[src/stld_pkg.sv]
// ---------------------------------------------------------------------------
// stld_pkg: shared types and constants of the sequence-triple layer decoder
// Field widths, operation, result and relation codes, and the write-enable
// group that the load checker hands to the sequence store.
// ---------------------------------------------------------------------------
`default_nettype none
package stld_pkg;

  localparam int MAX_BLOCKS_DEF = 32;
  localparam int ID_W           = 5;
  localparam int CNT_W          = 6;
  localparam int NL_W           = 6;

  localparam logic OP_LOAD  = 1'b0;
  localparam logic OP_QUERY = 1'b1;

  localparam logic KIND_LAYER = 1'b0;
  localparam logic KIND_REL   = 1'b1;

  localparam logic [1:0] REL_LEFT    = 2'd0;
  localparam logic [1:0] REL_BELOW   = 2'd1;
  localparam logic [1:0] REL_LOWER   = 2'd2;
  localparam logic [1:0] REL_INVALID = 2'd3;

  typedef struct packed {
    logic we_order;
    logic we_first;
    logic we_second;
    logic we_third;
  } wr_t;

endpackage
`default_nettype wire

[src/stld_check.sv]
// ---------------------------------------------------------------------------
// stld_check: load bookkeeping
// Tracks the seen flags of the three sequences, the count of accepted
// positions, the fault flag and the largest id of the current load, and
// decides which memory writes a load word makes and whether it is valid.
// ---------------------------------------------------------------------------
`default_nettype none
module stld_check #(
  parameter int MAX_BLOCKS = stld_pkg::MAX_BLOCKS_DEF
) (
  input  wire logic                        clk,
  input  wire logic                        rst,
  input  wire logic                        load,
  input  wire logic [stld_pkg::ID_W-1:0]   position,
  input  wire logic [stld_pkg::ID_W-1:0]   first_value,
  input  wire logic [stld_pkg::ID_W-1:0]   second_value,
  input  wire logic [stld_pkg::ID_W-1:0]   third_value,
  output stld_pkg::wr_t                    wr,
  output logic                             ok_now,
  output logic [stld_pkg::CNT_W-1:0]       entry_count
);

  localparam int AW = $clog2(MAX_BLOCKS);

  logic [MAX_BLOCKS-1:0] seen1, seen2, seen3;
  logic [MAX_BLOCKS-1:0] seen1_next, seen2_next, seen3_next;
  logic                  fault, fault_next;
  logic [stld_pkg::ID_W-1:0]  max_id, max_next;
  logic [stld_pkg::CNT_W-1:0] cnt_next, base_cnt;
  logic                  restart, inorder, f_ok, s_ok, t_ok, base_fault;

  always_comb begin
    restart    = (position == '0);
    base_cnt   = restart ? '0 : entry_count;
    base_fault = restart ? 1'b0 : fault;
    seen1_next = restart ? '0 : seen1;
    seen2_next = restart ? '0 : seen2;
    seen3_next = restart ? '0 : seen3;
    max_next   = restart ? '0 : max_id;
    inorder = (stld_pkg::CNT_W'(position) == base_cnt) && (int'(position) < MAX_BLOCKS);
    f_ok = (int'(first_value) < MAX_BLOCKS) && !seen1_next[AW'(first_value)];
    s_ok = (int'(second_value) < MAX_BLOCKS) && !seen2_next[AW'(second_value)];
    t_ok = (int'(third_value) < MAX_BLOCKS) && !seen3_next[AW'(third_value)];
    wr.we_order  = load && inorder && f_ok;
    wr.we_first  = load && inorder && f_ok;
    wr.we_second = load && inorder && s_ok;
    wr.we_third  = load && inorder && t_ok;
    if (inorder && f_ok) begin
      seen1_next[AW'(first_value)] = 1'b1;
    end
    if (inorder && s_ok) begin
      seen2_next[AW'(second_value)] = 1'b1;
    end
    if (inorder && t_ok) begin
      seen3_next[AW'(third_value)] = 1'b1;
    end
    if (inorder) begin
      if (first_value > max_next) max_next = first_value;
      if (second_value > max_next) max_next = second_value;
      if (third_value > max_next) max_next = third_value;
    end
    fault_next = base_fault || !inorder || !(f_ok && s_ok && t_ok);
    cnt_next   = base_cnt + stld_pkg::CNT_W'(inorder);
    // With no fault, n distinct ids per sequence that all lie below n
    // cover 0..n-1 exactly.
    ok_now = !fault_next && (cnt_next == stld_pkg::CNT_W'(position) + 1'b1) &&
             (max_next <= position);
  end

  always_ff @(posedge clk) begin
    if (rst) begin
      seen1       <= '0;
      seen2       <= '0;
      seen3       <= '0;
      fault       <= 1'b0;
      max_id      <= '0;
      entry_count <= '0;
    end else if (load) begin
      seen1       <= seen1_next;
      seen2       <= seen2_next;
      seen3       <= seen3_next;
      fault       <= fault_next;
      max_id      <= max_next;
      entry_count <= cnt_next;
    end
  end

endmodule
`default_nettype wire

[src/stld_store.sv]
// ---------------------------------------------------------------------------
// stld_store: sequence store
// Holds the first sequence by position and the rank of every block in the
// three sequences, each in a synchronous one-write, one-read memory.
// ---------------------------------------------------------------------------
`default_nettype none
module stld_store #(
  parameter int MAX_BLOCKS = stld_pkg::MAX_BLOCKS_DEF
) (
  input  wire logic                              clk,
  input  wire stld_pkg::wr_t                     wr,
  input  wire logic [stld_pkg::ID_W-1:0]         position,
  input  wire logic [stld_pkg::ID_W-1:0]         first_value,
  input  wire logic [stld_pkg::ID_W-1:0]         second_value,
  input  wire logic [stld_pkg::ID_W-1:0]         third_value,
  input  wire logic [$clog2(MAX_BLOCKS)-1:0]     order_ra,
  input  wire logic [$clog2(MAX_BLOCKS)-1:0]     rank_ra,
  output logic [stld_pkg::ID_W-1:0]              order_q,
  output logic [stld_pkg::ID_W-1:0]              r1_q,
  output logic [stld_pkg::ID_W-1:0]              r2_q,
  output logic [stld_pkg::ID_W-1:0]              r3_q
);

  localparam int AW = $clog2(MAX_BLOCKS);

  logic [stld_pkg::ID_W-1:0] order_mem [MAX_BLOCKS];
  logic [stld_pkg::ID_W-1:0] r1_mem    [MAX_BLOCKS];
  logic [stld_pkg::ID_W-1:0] r2_mem    [MAX_BLOCKS];
  logic [stld_pkg::ID_W-1:0] r3_mem    [MAX_BLOCKS];

  always_ff @(posedge clk) begin
    if (wr.we_order) order_mem[AW'(position)] <= first_value;
    order_q <= order_mem[order_ra];
  end

  always_ff @(posedge clk) begin
    if (wr.we_first) r1_mem[AW'(first_value)] <= position;
    r1_q <= r1_mem[rank_ra];
  end

  always_ff @(posedge clk) begin
    if (wr.we_second) r2_mem[AW'(second_value)] <= position;
    r2_q <= r2_mem[rank_ra];
  end

  always_ff @(posedge clk) begin
    if (wr.we_third) r3_mem[AW'(third_value)] <= position;
    r3_q <= r3_mem[rank_ra];
  end

endmodule
`default_nettype wire

[src/sequence_triple_layer_decoder.sv]
// ---------------------------------------------------------------------------
// sequence_triple_layer_decoder: layer decode of a sequence triple
// Loads three block sequences, checks them, assigns each block a layer and
// answers pair relation queries.
//
// Channel  Direction  Handshake            Payload
// command  in         start / busy         op, position, *_value, load_last,
//                                          query_block_a, query_block_b
// config   in         cfg_valid/cfg_ready  cfg_data (num_layers)
// result   out        strobe               kind, block_id, layer_index,
//                                          other_block, relation,
//                                          perm_valid, result_last
//
// A load that is not the last and an invalid query leave the block idle.
// A valid query makes two rank memory reads, then the compare.
// A last load of n blocks runs the layer pass over the rank memories when
// valid, then stays busy for the layer reads; the last of the n layer
// results shows in the first idle cycle.
// rst is synchronous; no clearing pass is needed. Results are not stalled.
// ---------------------------------------------------------------------------
`default_nettype none
module sequence_triple_layer_decoder #(
  parameter int MAX_BLOCKS = stld_pkg::MAX_BLOCKS_DEF
) (
  input  wire logic                        clk,
  input  wire logic                        rst,
  input  wire logic                        start,
  output logic                             busy,
  input  wire logic                        op,
  input  wire logic [stld_pkg::ID_W-1:0]   position,
  input  wire logic [stld_pkg::ID_W-1:0]   first_value,
  input  wire logic [stld_pkg::ID_W-1:0]   second_value,
  input  wire logic [stld_pkg::ID_W-1:0]   third_value,
  input  wire logic                        load_last,
  input  wire logic [stld_pkg::ID_W-1:0]   query_block_a,
  input  wire logic [stld_pkg::ID_W-1:0]   query_block_b,
  input  wire logic                        cfg_valid,
  output logic                             cfg_ready,
  input  wire logic [stld_pkg::NL_W-1:0]   cfg_data,
  output logic                             strobe,
  output logic                             kind,
  output logic [stld_pkg::ID_W-1:0]        block_id,
  output logic [stld_pkg::ID_W-1:0]        layer_index,
  output logic [stld_pkg::ID_W-1:0]        other_block,
  output logic [1:0]                       relation,
  output logic                             perm_valid,
  output logic                             result_last
);

  localparam int AW = $clog2(MAX_BLOCKS);
  localparam int IW = stld_pkg::ID_W;
  localparam int CW = stld_pkg::CNT_W;

  typedef enum logic [12:0] {
    S_IDLE  = 13'b0000000000001,
    S_BORD  = 13'b0000000000010,
    S_BRANK = 13'b0000000000100,
    S_BLAT  = 13'b0000000001000,
    S_AORD  = 13'b0000000010000,
    S_ARANK = 13'b0000000100000,
    S_ACMP  = 13'b0000001000000,
    S_WR    = 13'b0000010000000,
    S_EMIT  = 13'b0000100000000,
    S_DRAIN = 13'b0001000000000,
    S_QB    = 13'b0010000000000,
    S_QCMP  = 13'b0100000000000,
    S_SPARE = 13'b1000000000000
  } state_t;

  state_t state, state_next;

  logic accept, load, query, q_bad, ok_now, perm_ok;
  stld_pkg::wr_t wr;
  logic [CW-1:0] entry_count, n;
  logic [IW-1:0] ib, ia, eid, b_id, rb2, rb3, qa, qb, qr1, qr2, qr3;
  logic [CW-1:0] lay, cand, top_l, lay_c;
  logic [AW-1:0] order_ra, rank_ra, layer_ra;
  logic [IW-1:0] order_q, r1_q, r2_q, r3_q, layer_q;
  logic [IW-1:0] layer_mem [MAX_BLOCKS];
  logic [stld_pkg::NL_W-1:0] num_layers;
  logic e_v, e_last;
  logic [IW-1:0] e_id;
  logic swap;
  logic [IW-1:0] e2, l2, e3, l3;
  logic [1:0] rel_c;

  assign busy      = (state != S_IDLE);
  assign cfg_ready = ~busy;
  assign accept    = start && !busy;
  assign load      = accept && (op == stld_pkg::OP_LOAD);
  assign query     = accept && (op == stld_pkg::OP_QUERY);
  assign q_bad = !perm_ok || (CW'(query_block_a) >= entry_count) ||
                 (CW'(query_block_b) >= entry_count) || (query_block_a == query_block_b);

  stld_check #(.MAX_BLOCKS(MAX_BLOCKS)) u_check (
    .clk, .rst, .load, .position, .first_value, .second_value, .third_value,
    .wr, .ok_now, .entry_count
  );

  stld_store #(.MAX_BLOCKS(MAX_BLOCKS)) u_store (
    .clk, .wr, .position, .first_value, .second_value, .third_value,
    .order_ra, .rank_ra, .order_q, .r1_q, .r2_q, .r3_q
  );

  always_comb begin
    order_ra = AW'(ia);
    rank_ra  = '0;
    layer_ra = AW'(order_q);
    unique case (state)
      S_IDLE:  rank_ra = AW'(query_block_a);
      S_BORD:  order_ra = AW'(ib);
      S_BRANK: rank_ra = AW'(order_q);
      S_ARANK: rank_ra = AW'(order_q);
      S_EMIT:  layer_ra = AW'(eid);
      S_QB:    rank_ra = AW'(qb);
      default: rank_ra = '0;
    endcase
  end

  always_ff @(posedge clk) begin
    if (state == S_WR) layer_mem[AW'(b_id)] <= lay_c[IW-1:0];
    layer_q <= layer_mem[layer_ra];
  end

  always_comb begin
    top_l = (num_layers == '0) ? '0 : num_layers - 1'b1;
    lay_c = (lay > top_l) ? top_l : lay;
    cand  = CW'(layer_q) + 1'b1;
    swap  = qr1 > r1_q;
    e2 = swap ? r2_q : qr2;
    l2 = swap ? qr2 : r2_q;
    e3 = swap ? r3_q : qr3;
    l3 = swap ? qr3 : r3_q;
    if (e2 < l2) rel_c = stld_pkg::REL_LEFT;
    else if (e3 < l3) rel_c = stld_pkg::REL_BELOW;
    else rel_c = stld_pkg::REL_LOWER;
  end

  always_comb begin
    state_next = state;
    unique case (state)
      S_IDLE: begin
        if (load && load_last) state_next = ok_now ? S_BORD : S_EMIT;
        else if (query && !q_bad) state_next = S_QB;
      end
      S_BORD:  state_next = S_BRANK;
      S_BRANK: state_next = S_BLAT;
      S_BLAT:  state_next = (ib == '0) ? S_WR : S_AORD;
      S_AORD:  state_next = S_ARANK;
      S_ARANK: state_next = S_ACMP;
      S_ACMP:  state_next = (ia + 1'b1 == ib) ? S_WR : S_AORD;
      S_WR:    state_next = (CW'(ib) + 1'b1 == n) ? S_EMIT : S_BORD;
      S_EMIT:  state_next = (CW'(eid) + 1'b1 == n) ? S_DRAIN : S_EMIT;
      S_DRAIN: state_next = S_IDLE;
      S_QB:    state_next = S_QCMP;
      S_QCMP:  state_next = S_IDLE;
      default: state_next = S_IDLE;
    endcase
  end

  always_ff @(posedge clk) begin
    if (rst) begin
      state      <= S_IDLE;
      perm_ok    <= 1'b0;
      num_layers <= stld_pkg::NL_W'(1);
      e_v        <= 1'b0;
      strobe     <= 1'b0;
    end else begin
      state <= state_next;
      e_v   <= (state == S_EMIT);
      if (cfg_valid && cfg_ready) num_layers <= cfg_data;
      if (load) perm_ok <= load_last && ok_now;
      strobe <= e_v || (query && q_bad) || (state == S_QCMP);
    end
  end

  always_ff @(posedge clk) begin
    e_id   <= eid;
    e_last <= (CW'(eid) + 1'b1 == n);
    if (load && load_last) begin
      n   <= CW'(position) + 1'b1;
      ib  <= '0;
      eid <= '0;
    end
    if (query) begin
      qa <= query_block_a;
      qb <= query_block_b;
    end
    unique case (state)
      S_BRANK: b_id <= order_q;
      S_BLAT: begin
        rb2 <= r2_q;
        rb3 <= r3_q;
        lay <= '0;
        ia  <= '0;
      end
      S_ACMP: begin
        // An earlier block that follows this one in both other sequences
        // pushes it one layer above its own.
        if ((r2_q > rb2) && (r3_q > rb3) && (cand > lay)) lay <= cand;
        ia <= ia + 1'b1;
      end
      S_WR:   ib <= ib + 1'b1;
      S_EMIT: eid <= eid + 1'b1;
      S_QB: begin
        qr1 <= r1_q;
        qr2 <= r2_q;
        qr3 <= r3_q;
      end
      default: begin
      end
    endcase

    if (e_v) begin
      kind        <= stld_pkg::KIND_LAYER;
      block_id    <= e_id;
      layer_index <= perm_ok ? layer_q : '0;
      other_block <= '0;
      relation    <= stld_pkg::REL_LEFT;
      perm_valid  <= perm_ok;
      result_last <= e_last;
    end else if (query && q_bad) begin
      kind        <= stld_pkg::KIND_REL;
      block_id    <= query_block_a;
      layer_index <= '0;
      other_block <= query_block_b;
      relation    <= stld_pkg::REL_INVALID;
      perm_valid  <= perm_ok;
      result_last <= 1'b1;
    end else if (state == S_QCMP) begin
      kind        <= stld_pkg::KIND_REL;
      block_id    <= swap ? qb : qa;
      layer_index <= '0;
      other_block <= swap ? qa : qb;
      relation    <= rel_c;
      perm_valid  <= perm_ok;
      result_last <= 1'b1;
    end
  end

endmodule
`default_nettype wire

[config.mk]
export PLATFORM = sky130hd
export DESIGN_NAME = sequence_triple_layer_decoder
export DESIGN_NICKNAME = d
export VERILOG_FILES = /design/src/stld_pkg.sv /design/src/stld_check.sv /design/src/stld_store.sv /design/src/sequence_triple_layer_decoder.sv
export SDC_FILE = /design/constraint.sdc
export NUM_CORES = 2
export LEC_CHECK = 0
export ABC_AREA = 0
export CAP_MARGIN = 20
export CORE_AREA = 4 4 236 330
export DETAILED_ROUTE_END_ITERATION = 7
export DIE_AREA = 0 0 240 334
export DONT_BUFFER_PORTS = 1
export PLACE_DENSITY = 0.75
export SYNTH_ARGS = -nofsm -noshare
export SYNTH_HDL_FRONTEND = slang
export SYNTH_SLANG_ARGS = --single-unit
[constraint.sdc]
create_clock -name clk -period 17.6 [get_ports clk]
set_input_delay 0.88 -clock clk [delete_from_list [all_inputs] [get_ports clk]]
set_output_delay 0.88 -clock clk [all_outputs]
set_load 0.02 [all_outputs]
# Word-level counts from Yosys, hierarchy flattened
# Memories as Yosys holds them, arrays and structs flattened. A register that Yosys moved wholly into a read port is not among the register bits.
# Index checks and enable logic that the tools add are counted.
# word_totals
register_bits	223
mem_bits_rw	800
output_inout_bits	23
mem_count	5
# op_classes
n_addsub	9
magnitude_cmp	19
eq_ne	20
n_mux	79
bitwise	5
n_reduce_logical	50
# memory_table
memory	depth	word_bits	read_ports	rd_clocked_by_memory_dff	write_ports	line	rtl
layer_mem	32	5	1	1	1	sequence_triple_layer_decoder.sv:79	logic [IW-1:0] layer_mem [MAX_BLOCKS];
u_store.order_mem	32	5	1	1	1	stld_store.sv:26	logic [stld_pkg::ID_W-1:0] order_mem [MAX_BLOCKS];
u_store.r1_mem	32	5	1	1	1	stld_store.sv:27	logic [stld_pkg::ID_W-1:0] r1_mem [MAX_BLOCKS];
u_store.r2_mem	32	5	1	1	1	stld_store.sv:28	logic [stld_pkg::ID_W-1:0] r2_mem [MAX_BLOCKS];
u_store.r3_mem	32	5	1	1	1	stld_store.sv:29	logic [stld_pkg::ID_W-1:0] r3_mem [MAX_BLOCKS];
# ops
cell	count
32-bit two-way mux	6
5-bit two-way mux	28
13-bit one-hot mux with 10 select lines	1
32-bit OR	3
5-bit greater-than comparator	6
13-bit two-way mux	2
5-bit by 1-bit adder with 6-bit output (second input constant)	4
1-bit logical AND	24
1-bit two-way mux	21
6-bit equality test	3
5-bit by 6-bit less-than comparator with 1-bit output (second input constant)	3
6-bit two-way mux	3
9-bit two-way mux	2
8-bit two-way mux	2
5-bit by 1-bit adder with 5-bit output (second input constant)	3
1-bit binary-select mux with 5-bit select	3
1-bit demux with 5-bit select	3
5-bit by 1-bit greater-or-equal comparator with 1-bit output (second input constant)	3
5-bit one-hot mux with 3 select lines	1
13-bit by 1-bit equality test with 1-bit output (second input constant)	1
13-bit by 11-bit equality test with 1-bit output (second input constant)	1
13-bit by 12-bit equality test with 1-bit output (second input constant)	1
13-bit by 2-bit equality test with 1-bit output (second input constant)	1
13-bit by 3-bit equality test with 1-bit output (second input constant)	1
30 further kinds	56

# Longest topological paths before layout
# logic_depth
depth_word	16
ltp_mapped	39

# Hierarchy
# A second synthesis with hierarchy kept.
# unflattened
cells_unflattened	3111
hier_area_um2	44828.0
# by_module_without_submodules
mod	instances	cells_per_inst	area_per_inst_um2
stld_store	1	1443	25802.2
sequence_triple_layer_decoder	1	1070	13186.4
stld_check	1	598	5839.4

# Worst setup path before layout
# OpenSTA, ideal clock, no wires.
# synth_timing
kind	input -> register
startpoint	input position[1] (netlist name)
endpoint	register state[1]
setup_time_ns	0.087
arrival_ns	7.598
required_ns	17.513
setup_slack_ns	9.915
path_stages	37
n_path_buf	3
path_cell_list	inv_1 ha_1 or4b_4 clkbuf_1 nand2_1 ha_1 nor2b_1 o21a_1 o21ai_0 a21oi_1 mux2_2 ha_1 nor2b_1 o21a_1 o21a_1 o31ai_1 clkbuf_1 o21ai_0 ha_1 nor2b_1 o21a_1 o21a_1 o31a_1 buf_1 nor2b_1 a221oi_1 nor2_1 a21oi_1 ha_1 a21oi_1 nor2b_1 o21ai_0 a21oi_1 nor4b_2 nand4b_1 or3_1 o31ai_1
# synth_via
elab_chain_len	16
elab_cells_between_ends	42
cone_classes	add/sub: 2; order compare: 4; eq/ne: 2; mux: 21; reduce/logical: 13
# synth_lines
item	line	rtl
start, declared	sequence_triple_layer_decoder.sv:30	input wire logic [stld_pkg::ID_W-1:0] position,
5-bit logical NOT	stld_check.sv:33	restart = (position == '0);
5-bit two-way mux	stld_check.sv:39	max_next = restart ? '0 : max_id;
5-bit greater-than comparator	stld_check.sv:58	if (first_value > max_next) max_next = first_value;
5-bit two-way mux	stld_check.sv:58	
5-bit two-way mux	stld_check.sv:57	if (inorder) begin
5-bit greater-than comparator	stld_check.sv:59	if (second_value > max_next) max_next = second_value;
5-bit two-way mux	stld_check.sv:59	
5-bit two-way mux	stld_check.sv:57	
5-bit greater-than comparator	stld_check.sv:60	if (third_value > max_next) max_next = third_value;
5-bit two-way mux	stld_check.sv:60	
5-bit two-way mux *	stld_check.sv:57	
net u_check.max_next (one bit)	stld_check.sv:28	logic [stld_pkg::ID_W-1:0] max_id, max_next;
5-bit <= comparator *	stld_check.sv:67	(max_next <= position);
1-bit logical AND *	stld_check.sv:66	ok_now = !fault_next && (cnt_next == stld_pkg::CNT_W'(position) + 1'b1) &&
9-bit two-way mux *	sequence_triple_layer_decoder.sv:143	if (load && load_last) state_next = ok_now ? S_BORD : S_EMIT;
13-bit two-way mux *	sequence_triple_layer_decoder.sv:143	
13-bit one-hot mux with 10 select lines *	sequence_triple_layer_decoder.sv:141	unique case (state)
end signal, assigned	sequence_triple_layer_decoder.sv:169	state <= state_next;
end, declared	sequence_triple_layer_decoder.sv:70	state_t state, state_next;
# Mark *: on every way through the listed nets, which the timed path passes. The rest lies on a longest branch. The select of a mux whose other input is x is not followed.
# A chain may end at the register's enable or synchronous reset.

# Worst setup path after layout
# layout_timing
startpoint	input position[0] (netlist name)
endpoint	register state[1]
# The elaborated chain is that of the path after synthesis.

==> reports/metrics.yaml <==
synth:
  yosys_warnings: 0
  yosysUniqueCellTypes: 90
  synth_top_area_cell: "edfxtp_1"
  ys_top_cells_by_count: "edfxtp_1, nand2_1, nor2_1, nand3_1, dfxtp_1"
  yosys-top-cells-area: "edfxtp_1, dfxtp_1, nand2_1"
  ys_ff_latch: 1047
  ys_async_sr_fraction: 0
  synth_edf_count: 879
  synth_nets: 3672
  ys_seq_area_frac: 0.666
  synth_ff_type: "edfxtp_1"
  synth_area_per_cell_um2: 12.5
  netlist.area_leader.share: 0.591
  synth_area_mm2: 0.0447
  synth_most_common_cell: "edfxtp_1"
  netlist_instances: 3561
power_and_ir_drop:
  peakVddDrop_v: 0.0000984
  p_leak_nw: 16.8
  total_power_mw: 5.24
  switchingPower_mw: 1.12
  p_int_mw: 4.11
  seq_power_share: 0.522
  p_per_area_mw_per_mm2: 107
  switching_share: 0.215
  pwr-share-clk: 0.424
  combPwrFrac: 0.054
floorplanning:
  die_area_mm2: 0.0802
  start_util: 0.595
  core_mm2: 0.0750
  die_h_um: 334
  io_pins: 65
  die_w_um: 240
  rows: 119
critical_path:
  max_stage_delay_ns: 0.62
  path_class: "in2reg"
  critical_path_cell_count: 35
  worstReg2RegEnd: "state[1]$_SDFFE_PP0P_"
  r2r_start: "u_check.max_id[1]$_SDFFE_PP0P_"
  cpMaxStageDelayCell: "o31ai_1"
  cp.arrival_ns: 8.81
  crit_start: "position[0]"
  required_ns: 18.17
  endpoint: "state[1]$_SDFFE_PP0P_"
  r2r_cells: 32
  cp_max_fo: 104
  r2r_slack_ns: 10.42
  crit_buf_inv: 2
  crit_path_end_kind: "register"
  path_delay_family: "compound AO/OA/AOI/OAI gates"
  startpoint_type: "primary input"
cells_and_area:
  final_cell_area_mm2: 0.0488
  syn_to_final_growth_pct: 9.29
  final_util: 0.651
  nNetsFinal: 3617
  drive_above_1_share: 0.103
drt:
  dr.pass1.iters: 6
  drt_wl_total_um: 112000
  ant_nets: 0
  drc: 0
  drt_iter0_drc: 2466
  vias: 28500
  vias_per_cell: 6.26
  wl_per_cell_um: 24.5
clocking:
  cts_tree: "yes"
  worstSkewPairLatency_ns: 0.68
  path_clk_slew_ns: 0.07
  cts_hold_buffers: 0
  clockRootBuffer: "clkbuf_16"
  clock_sinks: 1047
  clk_path_buf_depth: 3
  ctsResizeCount: 0
  cts_buffers: 95
  post-cts-setup-buffers: 0
  cts_max_level: 3
placed_design:
  hpwl_um: 72400
  port_buffers: 0
  placed_cell_area_mm2: 0.0455
  gp_congestion: 0.900
sta:
  slew_headroom: 0.172
  period_minus_slack_ns: 8.24
  worst_pin_slew_ns: 1.24
  timing.setup.tns_ns: 0
  rsz0062_at_grt: "false"
  skew_ns: 0.0328
  fin_crit_sh: 0.468
  slew_viol_final: 0
  finalHoldViolCount: 0
  setup_viol: 0
  fmax_mhz: 121
  whs_ns: 0.295
hold_path:
  hold_start: "query_block_a[1]"
  hp-class: "in2reg"
global_route:
  grt_max_degree: 108
  track_usage: 0.276
  grt_pass1_vias: 28200
  overflow: 0
  grt_pass1_wl_um: 169000
  antenna_found_initial: 2
job:
  maxCapViolations: 0
run_status:
  status: "completed"
## power groups by stage
stage	clock network [mW]	registers [mW]	logic, mW
floorplan	0	2.78	0.200
global placement	0	2.79	0.276
finish	2.22	2.73	0.284
CTS	2.24	2.73	0.281
detailed placement	0	2.79	0.280
global route	2.34	2.73	0.307
## flip-flops by register name, indices dropped and copies added (netlist names), 12 cells and up
signal	flops
u_check.seen2	32
u_check.seen3	32
state	12
u_store.r2_mem	160
u_store.order_mem	160
u_store.r3_mem	160
layer_mem	160
u_check.seen1	32
u_store.r1_mem	160
## logic make-up (layout without fill, tap and decap cells)
group           after synthesis  count (layout)  share of synthesized area
simple gates               1367            1367                      0.141
buf+inv                     265             289                     0.0250
other cells                   0               1                          0
fa+ha+maj                    80              80                     0.0218
flops                      1047            1047                      0.666
xor+xnor                     46              46                    0.00902
compound gates              524             524                     0.0742
mux                         232             232                     0.0629
## worst reg2reg max path: cells and delay by family, from the launching register on
family          cells  cell delay [ns]
simple gates       11             1.64
flops               1             0.33
compound gates     15             3.30
mux                 1             0.42
fa+ha+maj           4             1.12
buf+inv             1             0.28
## routing by layer
metal / part of all wire / vias to the layer above / track usage
li1: - / 13100 / -
met1: 0.35 / 13900 / 0.323
met2: 0.52 / 1250 / 0.484
met3: 0.069 / 317 / 0.0455
met4: 0.062 / 0 / 0.150
met5: 0 / - / 0
## placed cells by master, fill, tap and decap left out, types with 9 or more instances in the layout
cell type / n
nand3_1: 174
bufinv_16: 16
a211oi_1: 25
o22ai_1: 29
xor2_1: 19
o21ai_0: 159
o211ai_1: 15
nor3_1: 43
nand2b_1: 19
and3_1: 64
clkbuf_16: 96
mux2i_1: 120
clkbuf_8: 13
o21a_1: 12
a21oi_1: 86
nand3b_1: 17
buf_4: 37
or3_1: 14
edfxtp_1: 879
a32oi_1: 27
ha_1: 69
clkinv_2: 16
a31oi_1: 77
nor2b_1: 21
xnor2_1: 27
a21o_1: 10
o21ai_1: 9
clkbuf_1: 17
a221oi_1: 9
nand2_1: 631
mux2_2: 73
mux4_2: 30
nor2_1: 275
nand4_1: 29
maj3_1: 11
or2_2: 18
inv_1: 75
dfxtp_1: 168
## layout make-up
class,count,area (um^2)
Inverter,75,282
Multi-Input combinational cell,2249,13900
Clock buffer,126,2650
Antenna cell,1,2.50
Clock inverter,50,726
Timing Repair Buffer,38,283
Fill cell,5436,26200
Tap cell,968,1210
Sequential cell,1047,29800
## metrics by stage
stage / setup WS, ns / std cells
final: 9.36 / 4554
after floorplan: 9.91 / 3561
after global routing: 8.86 / 4553
after CTS: 9.36 / 4552
after global placement: 8.88 / 4376
after detailed placement: 8.69 / 4376
## how the worst min path moves through the flow
stage,end,slack [ns],depth (start not counted)
5_1_grt,qa[1]$_DFFE_PP_,0.28,0
4_1_cts,qb[1]$_DFFE_PP_,0.27,0
3_5_place_dp,qr1[1]$_DFFE_PN_,0.42,0
6_report,qa[1]$_DFFE_PP_,0.30,0
3_3_place_gp,qr1[2]$_DFFE_PN_,0.41,0
2_1_floorplan,e_id[3]$_DFF_P_,0.35,0
(Power assumes the default switching activity.)
